$ cat src/hdl/bcma_pkg.sv
package bcma_pkg;

    localparam int CFG_W  = 6;
    localparam int TIME_W = 32;

    typedef struct packed {
        logic accept;
        logic val_rd;
        logic update;
        logic div_start;
        logic div_run;
        logic time_rd;
        logic out_load;
        logic finish;
    } bcma_cmd_t;

    typedef struct packed {
        logic plan_empty;
        logic div_done;
        logic out_free;
        logic last_result;
    } bcma_sts_t;

endpackage

$ cat src/hdl/bcma_ram.sv
module bcma_ram #(
    parameter int WIDTH = 16,
    parameter int DEPTH = 63
) (
    input  logic                     aclk,
    input  logic                     we,
    input  logic [$clog2(DEPTH)-1:0] waddr,
    input  logic [WIDTH-1:0]         wdata,
    input  logic                     re,
    input  logic [$clog2(DEPTH)-1:0] raddr,
    output logic [WIDTH-1:0]         rdata
);

    logic [WIDTH-1:0] mem [DEPTH];
    logic [WIDTH-1:0] rdata_reg;

    always_ff @(posedge aclk) begin
        if (we) begin
            mem[waddr] <= wdata;
        end
        if (re) begin
            rdata_reg <= mem[raddr];
        end
    end

    assign rdata = rdata_reg;

endmodule

$ cat src/hdl/bcma_datapath.sv
module bcma_datapath
    import bcma_pkg::*;
#(
    parameter int MAX_WINDOW  = 63,
    parameter int SAMPLE_BITS = 16
) (
    input  logic                          aclk,
    input  logic                          aresetn,
    input  logic                          cfg_wr_en,
    input  logic [CFG_W-1:0]              cfg_wr_data,
    input  logic [TIME_W-1:0]             in_time,
    input  logic signed [SAMPLE_BITS-1:0] in_value,
    input  logic                          in_end,
    input  logic                          m_tready,
    input  bcma_cmd_t                     cmd,
    output bcma_sts_t                     sts,
    output logic                          out_valid,
    output logic [TIME_W-1:0]             out_time,
    output logic [SAMPLE_BITS-1:0]        out_value,
    output logic                          out_last,
    output logic                          out_short
);

    localparam int AW      = $clog2(MAX_WINDOW);
    localparam int CW      = $clog2(MAX_WINDOW + 1);
    localparam int SUM_W   = SAMPLE_BITS + $clog2(MAX_WINDOW);
    localparam int DC_W    = $clog2(SUM_W + 1);
    localparam int WW      = (CW > CFG_W) ? CW : CFG_W;
    localparam int ODD_MAX = ((MAX_WINDOW - 1) / 2) * 2 + 1;
    localparam int MAX_RES = MAX_WINDOW / 2 + 1;

    logic [CFG_W-1:0]              cfg_reg;
    logic [CW-1:0]                 win_len_reg;
    logic [AW-1:0]                 ring_pos_reg;
    logic [CW-1:0]                 seen_reg;
    logic signed [SUM_W-1:0]       sum_reg;
    logic [TIME_W-1:0]             time_in_reg;
    logic signed [SAMPLE_BITS-1:0] value_in_reg;
    logic                          end_reg;
    logic [CW-1:0]                 age_reg;
    logic [CW-1:0]                 cnt_reg;
    logic                          short_reg;
    logic [SUM_W-1:0]              dvd_reg;
    logic [CW-1:0]                 rem_reg;
    logic                          neg_reg;
    logic [DC_W-1:0]               div_cnt_reg;
    logic                          out_valid_reg;
    logic [TIME_W-1:0]             out_time_reg;
    logic [SAMPLE_BITS-1:0]        out_value_reg;
    logic                          out_last_reg;
    logic                          out_short_reg;

    logic [WW-1:0]                 w_ext;
    logic [CW-1:0]                 eff_win;
    logic [AW-1:0]                 ring_pos_next;
    logic [AW-1:0]                 val_raddr;
    logic [AW-1:0]                 time_raddr;
    logic [SAMPLE_BITS-1:0]        val_rdata;
    logic [TIME_W-1:0]             time_rdata;
    logic                          full;
    logic signed [SUM_W-1:0]       sum_next;
    logic [CW-1:0]                 seen_next;
    logic [CW-1:0]                 half;
    logic [CW:0]                   filled;
    logic [CW:0]                   capped;
    logic [CW-1:0]                 plan_age;
    logic [CW-1:0]                 plan_cnt;
    logic                          plan_short;
    logic [CW:0]                   trial;
    logic                          trial_ge;
    logic [SUM_W-1:0]              quo;

    function automatic logic [AW-1:0] slot_of(input logic [AW-1:0] pos,
                                              input logic [CW-1:0] age);
        logic [CW:0] a;
        logic [CW:0] p;
        logic [CW:0] d;
        a = {1'b0, age};
        if (age >= CW'(MAX_WINDOW)) begin
            a = {1'b0, age} - (CW+1)'(MAX_WINDOW);
        end
        p = (CW+1)'(pos);
        if (p >= a) begin
            d = p - a;
        end else begin
            d = p + (CW+1)'(MAX_WINDOW) - a;
        end
        return AW'(d);
    endfunction

    assign w_ext         = WW'({cfg_reg[CFG_W-1:1], 1'b1});
    assign eff_win       = (w_ext > WW'(ODD_MAX)) ? CW'(ODD_MAX) : CW'(w_ext);
    assign ring_pos_next = (ring_pos_reg == AW'(MAX_WINDOW - 1)) ? '0 : ring_pos_reg + 1'b1;
    assign val_raddr     = slot_of(ring_pos_reg, win_len_reg);
    assign time_raddr    = slot_of(ring_pos_reg, age_reg);

    bcma_ram #(.WIDTH(SAMPLE_BITS), .DEPTH(MAX_WINDOW)) u_val_ram (
        .aclk  (aclk),
        .we    (cmd.update),
        .waddr (ring_pos_reg),
        .wdata (value_in_reg),
        .re    (cmd.val_rd),
        .raddr (val_raddr),
        .rdata (val_rdata)
    );

    bcma_ram #(.WIDTH(TIME_W), .DEPTH(MAX_WINDOW)) u_time_ram (
        .aclk  (aclk),
        .we    (cmd.update),
        .waddr (ring_pos_reg),
        .wdata (time_in_reg),
        .re    (cmd.time_rd),
        .raddr (time_raddr),
        .rdata (time_rdata)
    );

    // running sum and result plan
    always_comb begin
        full       = (seen_reg >= win_len_reg);
        sum_next   = sum_reg + SUM_W'(value_in_reg);
        if (full) begin
            sum_next = sum_next - SUM_W'($signed(val_rdata));
        end
        seen_next  = (seen_reg == CW'(MAX_WINDOW)) ? seen_reg : seen_reg + 1'b1;
        half       = win_len_reg >> 1;
        filled     = (CW+1)'(seen_reg) + 1'b1;
        capped     = (filled > (CW+1)'(MAX_RES)) ? (CW+1)'(MAX_RES) : filled;
        plan_age   = '0;
        plan_cnt   = '0;
        plan_short = 1'b0;
        if (full) begin
            plan_age = half;
            plan_cnt = end_reg ? half + 1'b1 : CW'(1);
        end else if ((filled == {1'b0, win_len_reg}) && !end_reg) begin
            plan_age = win_len_reg - 1'b1;
            plan_cnt = half + 1'b1;
        end else if (end_reg) begin
            plan_age   = CW'(capped - 1'b1);
            plan_cnt   = CW'(capped);
            plan_short = (filled < {1'b0, win_len_reg});
        end
    end

    // restoring divider, one quotient bit per cycle
    assign trial    = {rem_reg, dvd_reg[SUM_W-1]};
    assign trial_ge = (trial >= {1'b0, win_len_reg});
    assign quo      = neg_reg ? (~dvd_reg + 1'b1) : dvd_reg;

    always_ff @(posedge aclk) begin
        if (!aresetn) begin
            cfg_reg       <= '0;
            win_len_reg   <= CW'(1);
            ring_pos_reg  <= '0;
            seen_reg      <= '0;
            sum_reg       <= '0;
            div_cnt_reg   <= '0;
            cnt_reg       <= '0;
            out_valid_reg <= 1'b0;
        end else begin
            if (cfg_wr_en) begin
                cfg_reg <= cfg_wr_data;
            end
            if (cmd.accept) begin
                ring_pos_reg <= ring_pos_next;
                if (seen_reg == '0) begin
                    win_len_reg <= eff_win;
                end
            end
            if (cmd.update) begin
                sum_reg  <= sum_next;
                seen_reg <= seen_next;
                cnt_reg  <= plan_cnt;
            end
            if (cmd.finish && end_reg) begin
                sum_reg  <= '0;
                seen_reg <= '0;
            end
            if (cmd.div_start) begin
                div_cnt_reg <= DC_W'(SUM_W);
            end else if (cmd.div_run && div_cnt_reg != '0) begin
                div_cnt_reg <= div_cnt_reg - 1'b1;
            end
            if (cmd.out_load) begin
                cnt_reg <= cnt_reg - 1'b1;
            end
            if (cmd.out_load) begin
                out_valid_reg <= 1'b1;
            end else if (m_tready) begin
                out_valid_reg <= 1'b0;
            end
        end
    end

    always_ff @(posedge aclk) begin
        if (cmd.accept) begin
            time_in_reg  <= in_time;
            value_in_reg <= in_value;
            end_reg      <= in_end;
        end
        if (cmd.update) begin
            age_reg   <= plan_age;
            short_reg <= plan_short;
        end
        if (cmd.div_start) begin
            dvd_reg <= sum_reg[SUM_W-1] ? SUM_W'(-sum_reg) : SUM_W'(sum_reg);
            neg_reg <= sum_reg[SUM_W-1];
            rem_reg <= '0;
        end else if (cmd.div_run && div_cnt_reg != '0) begin
            rem_reg <= trial_ge ? CW'(trial - {1'b0, win_len_reg}) : CW'(trial);
            dvd_reg <= {dvd_reg[SUM_W-2:0], trial_ge};
        end
        if (cmd.out_load) begin
            out_time_reg  <= time_rdata;
            out_value_reg <= quo[SAMPLE_BITS-1:0];
            out_last_reg  <= end_reg && (cnt_reg == CW'(1));
            out_short_reg <= short_reg;
            age_reg       <= age_reg - 1'b1;
        end
    end

    assign sts.plan_empty  = (cnt_reg == '0);
    assign sts.div_done    = (div_cnt_reg == '0);
    assign sts.out_free    = !out_valid_reg || m_tready;
    assign sts.last_result = (cnt_reg == CW'(1));

    assign out_valid = out_valid_reg;
    assign out_time  = out_time_reg;
    assign out_value = out_value_reg;
    assign out_last  = out_last_reg;
    assign out_short = out_short_reg;

endmodule

$ cat src/hdl/bcma_ctrl.sv
module bcma_ctrl
    import bcma_pkg::*;
(
    input  logic      aclk,
    input  logic      aresetn,
    input  logic      s_tvalid,
    output logic      s_tready,
    input  bcma_sts_t sts,
    output bcma_cmd_t cmd
);

    typedef enum logic [2:0] {
        ST_IDLE,
        ST_VRD,
        ST_UPD,
        ST_DSTART,
        ST_DIV,
        ST_TRD,
        ST_EMIT
    } state_t;

    state_t state_reg;
    state_t state_next;

    always_comb begin
        state_next = state_reg;
        cmd        = '0;
        unique case (state_reg)
            ST_IDLE: begin
                cmd.accept = s_tvalid;
                if (s_tvalid) begin
                    state_next = ST_VRD;
                end
            end
            ST_VRD: begin
                cmd.val_rd = 1'b1;
                state_next = ST_UPD;
            end
            ST_UPD: begin
                cmd.update = 1'b1;
                state_next = ST_DSTART;
            end
            ST_DSTART: begin
                if (sts.plan_empty) begin
                    cmd.finish = 1'b1;
                    state_next = ST_IDLE;
                end else begin
                    cmd.div_start = 1'b1;
                    state_next    = ST_DIV;
                end
            end
            ST_DIV: begin
                cmd.div_run = 1'b1;
                if (sts.div_done) begin
                    state_next = ST_TRD;
                end
            end
            ST_TRD: begin
                cmd.time_rd = 1'b1;
                state_next  = ST_EMIT;
            end
            ST_EMIT: begin
                if (sts.out_free) begin
                    cmd.out_load = 1'b1;
                    if (sts.last_result) begin
                        cmd.finish = 1'b1;
                        state_next = ST_IDLE;
                    end else begin
                        state_next = ST_TRD;
                    end
                end
            end
            default: state_next = ST_IDLE;
        endcase
    end

    always_ff @(posedge aclk) begin
        if (!aresetn) begin
            state_reg <= ST_IDLE;
        end else begin
            state_reg <= state_next;
        end
    end

    assign s_tready = (state_reg == ST_IDLE);

endmodule

$ cat src/hdl/boxcar_moving_average_smoother.sv
// Boxcar moving-average smoother.
// Input stream: s_tdata carries sample_time and sample_value, s_tlast marks the
// final sample of a signal. Output stream: m_tdata carries out_time and
// smoothed_value, m_tlast marks the final point of a signal, m_tuser flags a
// signal shorter than the window. cfg_wr_en/cfg_wr_data set window_request,
// which takes effect at the first sample of the next signal.
// One sample at a time is processed: accept, history read, sum update, then a
// serial divide of the window sum by the window size, one quotient bit per
// cycle (SAMPLE_BITS + clog2(MAX_WINDOW) bits, 22 at the defaults), then for
// each result point a time read and an output load. A sample that makes no
// point ends after the sum update, with no divide.
// Results leave through an output register: when the receiver stalls, the
// point waits there and the block holds until it is taken; after the last
// point of a sample the next sample is accepted while that point still waits.
// Reset (synchronous, active low) clears the window sum, the sample count, the
// window register and the output valid; the history memories are not cleared
// and need no clearing pass.
module boxcar_moving_average_smoother
    import bcma_pkg::*;
#(
    parameter int MAX_WINDOW  = 63,
    parameter int SAMPLE_BITS = 16
) (
    input  logic                                       aclk,
    input  logic                                       aresetn,
    input  logic                                       cfg_wr_en,
    input  logic [CFG_W-1:0]                           cfg_wr_data,
    input  logic                                       s_tvalid,
    output logic                                       s_tready,
    // sample_time, sample_value
    input  logic [((TIME_W + SAMPLE_BITS + 7) / 8) * 8 - 1:0] s_tdata,
    input  logic                                       s_tlast,
    output logic                                       m_tvalid,
    input  logic                                       m_tready,
    // out_time, smoothed_value
    output logic [((TIME_W + SAMPLE_BITS + 7) / 8) * 8 - 1:0] m_tdata,
    output logic                                       m_tlast,
    // short_stream
    output logic                                       m_tuser
);

    localparam int DATA_W  = TIME_W + SAMPLE_BITS;
    localparam int TDATA_W = ((DATA_W + 7) / 8) * 8;

    bcma_cmd_t              cmd;
    bcma_sts_t              sts;
    logic [TIME_W-1:0]      out_time;
    logic [SAMPLE_BITS-1:0] out_value;

    bcma_ctrl u_ctrl (
        .aclk     (aclk),
        .aresetn  (aresetn),
        .s_tvalid (s_tvalid),
        .s_tready (s_tready),
        .sts      (sts),
        .cmd      (cmd)
    );

    bcma_datapath #(
        .MAX_WINDOW  (MAX_WINDOW),
        .SAMPLE_BITS (SAMPLE_BITS)
    ) u_datapath (
        .aclk        (aclk),
        .aresetn     (aresetn),
        .cfg_wr_en   (cfg_wr_en),
        .cfg_wr_data (cfg_wr_data),
        .in_time     (s_tdata[TIME_W-1:0]),
        .in_value    ($signed(s_tdata[DATA_W-1:TIME_W])),
        .in_end      (s_tlast),
        .m_tready    (m_tready),
        .cmd         (cmd),
        .sts         (sts),
        .out_valid   (m_tvalid),
        .out_time    (out_time),
        .out_value   (out_value),
        .out_last    (m_tlast),
        .out_short   (m_tuser)
    );

    assign m_tdata = TDATA_W'({out_value, out_time});

endmodule

$ cat config.mk
export PLATFORM = sky130hd
export DESIGN_NAME = boxcar_moving_average_smoother
export DESIGN_NICKNAME = d
export VERILOG_FILES = /design/src/hdl/bcma_pkg.sv /design/src/hdl/bcma_ram.sv /design/src/hdl/bcma_datapath.sv /design/src/hdl/bcma_ctrl.sv /design/src/hdl/boxcar_moving_average_smoother.sv
export SDC_FILE = /design/constraint.sdc
export NUM_CORES = 2
export LEC_CHECK = 0
export BUFFER_PORTS_ARGS = -buffer_cell sky130_fd_sc_hd__buf_2
export CAP_MARGIN = 40
export CORE_MARGIN = 10
export CORE_UTILIZATION = 65
export DETAILED_ROUTE_END_ITERATION = 6
export GPL_TIMING_DRIVEN = 1
export PLACE_DENSITY = 0.82
export SKIP_CTS_REPAIR_TIMING = 1
export SYNTH_ARGS = -nofsm -noshare
export SYNTH_HDL_FRONTEND = slang
export SYNTH_HIERARCHICAL = 1
export SYNTH_SLANG_ARGS = --single-unit
$ cat constraint.sdc
create_clock -name aclk -period 11.1 [get_ports aclk]
set_input_delay 1.665 -clock aclk [delete_from_list [all_inputs] [get_ports aclk]]
set_output_delay 1.665 -clock aclk [all_outputs]
set_load 0.05 [all_outputs]
==> impl_metrics.tcl <==
set metrics [dict create \
    max-vdd-ir-drop_mv 0.307 \
    vias_per_cell 7.39 \
    finClkSkew_ps 84.7 \
    largest_register_ffs 2016 \
    synthToLayoutAreaGrowth_pct 11.7 \
    hold_viol_final 0 \
    reg_top3 "u_datapath/u_time_ram/mem (2016), u_datapath/u_val_ram/mem (1008)" \
    cp-end-kind "flop" \
    die_area_um2 218000 \
    drtPass1Iterations 7 \
    cp_common_cell "ha_1" \
    wl_per_cell_um 36.9 \
    power_density_nw_per_um2 260 \
    rsz0062_at_grt "no" \
    drive_above_1_share 0.225 \
    drt_iter0_markers 13400 \
    tightest_slew_ps 1280 \
    port_buffers 110 \
    drtAntennaViolNets 0 \
    die-height_um 467 \
    grt_max_degree 128 \
    instances_no_fill 9891 \
    grt-ovfl-total 0 \
    setup-tns-final_ps 0 \
    worst_ep_arrival_time_ps 8350 \
    start_kind "flop" \
    synth_area_leaders "edfxtp_1 (74%), mux4_2 (11%), mux2i_1 (2.3%)" \
    crit_slowest_cell "a2111oi_0" \
    min_period_ps 7680 \
    cts_buffers 329 \
    rows 164 \
    yosysWarnings 6 \
    max_cap_viol_count 0 \
    syn_area_um2 130000 \
    htreeDepth 5 \
    finalPower_uw 37700 \
    fin_worst_hold_slack_ps 405 \
    cts.path.max_buffers 4 \
    grt_use_total 0.332 \
    synth.most_common_cell "edfxtp_1" \
    synthCells 6626 \
    required_ps 11770 \
    worstSetupPathType "flop to flop" \
    dp_hpwl_um 185000 \
    synth_nets 6785 \
    initial_core_util 0.652 \
    finalCritPeriodShare 0.692 \
    synth-seq-cells 3266 \
    root_buffer "clkbuf_16" \
    async_reset_ff_frac 0 \
    syn_area_per_cell_um2 19.6 \
    ys_seq_area_frac 0.750 \
    antenna_found_initial 15 \
    failed_checks "DRC" \
    synth_edf_count 3201 \
    ys.flop_type "edfxtp_1" \
    insertion_delay_ps 1000 \
    max_slew_margin 0.146 \
    num_vias 73100 \
    synthTopCellsByCount "edfxtp_1 (3201), mux4_2 (631), mux2i_1 (302)" \
    max_freq_mhz 130 \
    cts_sinks 3266 \
    report.final.setup_viol 0 \
    clk_pin_slew_ps 70 \
    nets 7141 \
    routed_wl_um 365000 \
    pin_count 112 \
    critPathMaxStageDelay_ps 690 \
    die_w_um 467 \
    core-area_um2 199000 \
    dp_cells 9302 \
    ys_types 91 \
    path_max_fanout 32 \
    cp_cell_sequence "ha_1 > and3_1 > ha_1 > a41oi_2 > nor2_1 > xnor2_1 > ha_1 > a2111oi_0 > a31oi_2 > mux2i_1 > xor2_1 > ha_4 > a21o_1 > a21o_1 > a21oi_1 > xnor2_2 > buf_4 > inv_1 > a2111oi_0 > nor4_1 > a22oi_1 > o311ai_1" \
    hold_class "flop to flop" \
    slew_violations 0 \
    post-route-drc-count 2 \
    top_register "u_datapath/u_time_ram/mem" \
    grt_pass1_vias 74300 \
    leakagePower_uw 0.0471 \
    yosysTopAreaCell "edfxtp_1" \
    yosys.area.top_type_share 0.740 \
    globalplace.congestion 0.884 \
    cts_tree "built" \
    status "complete, but fails checks" \
    grt_pass1_wl_um 523000 \
]
==> cell families after synthesis <==
| family | after synthesis | share of synthesized area |
|---|---|---|
| DFF | 3266 | 0.750 |
| muxes | 977 | 0.137 |
| AOI/OAI and AO/OA | 896 | 0.0475 |
| and+or+nand+nor | 838 | 0.0307 |
| buffers and inverters | 426 | 0.0176 |
| xor gates and xnor gates | 122 | 0.00822 |
| adders and majority gates | 101 | 0.00991 |
==> power by group <==
part	internal, µW	leakage, µW	switching (µW)
Combinational	4580	0.0128	8260
Clock	6260	0.00500	4680
Sequential	13900	0.0293	102
==> critical path: cells and delay by family, from the launching register on <==
family,cells,cell delay (ps)
adder cells (fa/ha/maj),4,1080
XOR/XNOR,3,570
multiplexers,1,400
AO/OA/AOI/OAI,9,3330
flip-flops,1,400
AND/OR/NAND/NOR,3,580
buffers and inverters,2,1020
==> path summary, 6_finish.rpt <==
kind	start	to	slack (ps)	cells past startpoint
setup / recovery	u_datapath/win_len_reg[1]$_SDFFE_PN0P_	u_datapath/u_val_ram/rdata[14]$_DFFE_PP_	3420	22
hold reg to reg	u_datapath/u_time_ram/rdata[12]$_DFFE_PP_	u_datapath/out_time[12]$_DFFE_PP_	410	0
setup reg to reg	u_datapath/win_len_reg[1]$_SDFFE_PN0P_	u_datapath/u_val_ram/rdata[14]$_DFFE_PP_	3420	22
hold / removal	u_datapath/u_time_ram/rdata[12]$_DFFE_PP_	u_datapath/out_time[12]$_DFFE_PP_	410	0
==> metrics by stage <==
| stage | worst slack (ps) | util | cell area, µm² |
|---|---|---|---|
| floorplan | 4600 | - | 130000 |
| detailed placement | 3700 | 0.677 | 135000 |
| global route | 3050 | 0.728 | 145000 |
| finish | 3420 | 0.728 | 145000 |
| global placement | 3790 | 0.675 | 134000 |
| CTS | 3530 | 0.728 | 145000 |
==> cells in the final DEF, fill, tap and decap left out, types with 22 or more instances in the layout <==
master,n
nor2_1,211
inv_1,59
o21a_1,22
nor2_4,62
a21oi_1,194
ha_1,93
buf_2,113
xor2_1,43
o221ai_1,79
nand3_1,57
mux2i_1,302
bufinv_16,32
edfxtp_1,3201
clkbuf_16,335
o21ai_0,110
o22ai_1,78
nand2_1,195
nand2b_1,41
dfxtp_1,65
a22oi_1,65
clkinv_2,50
mux4_2,631
xnor2_1,71
nor2b_1,64
a211o_1,35
a21o_1,37
a211oi_1,59
buf_4,247
clkbuf_1,60
mux2_2,43
clkinv_1,70
a31oi_1,25
nor3_1,61
==> area by class of cell <==
type | count | area (µm²)
Fill cell | 10100 | 54100
Tap cell | 2656 | 3320
Timing Repair Buffer | 386 | 2890
Clock inverter | 176 | 1670
Inverter | 65 | 259
Clock buffer | 396 | 8620
Multi-Input combinational cell | 2934 | 30900
Sequential cell | 3266 | 97400
Antenna cell | 12 | 30.0
==> per-layer routing <==
layer	global-route usage	part of all wire	up-vias
li1	-	-	28000
met1	0.429	0.32	36200
met2	0.504	0.46	7145
met3	0.110	0.16	1694
met4	0.179	0.067	18
met5	0.00176	0.00054	-
Note: power is estimated with default switching activity, not from simulation.
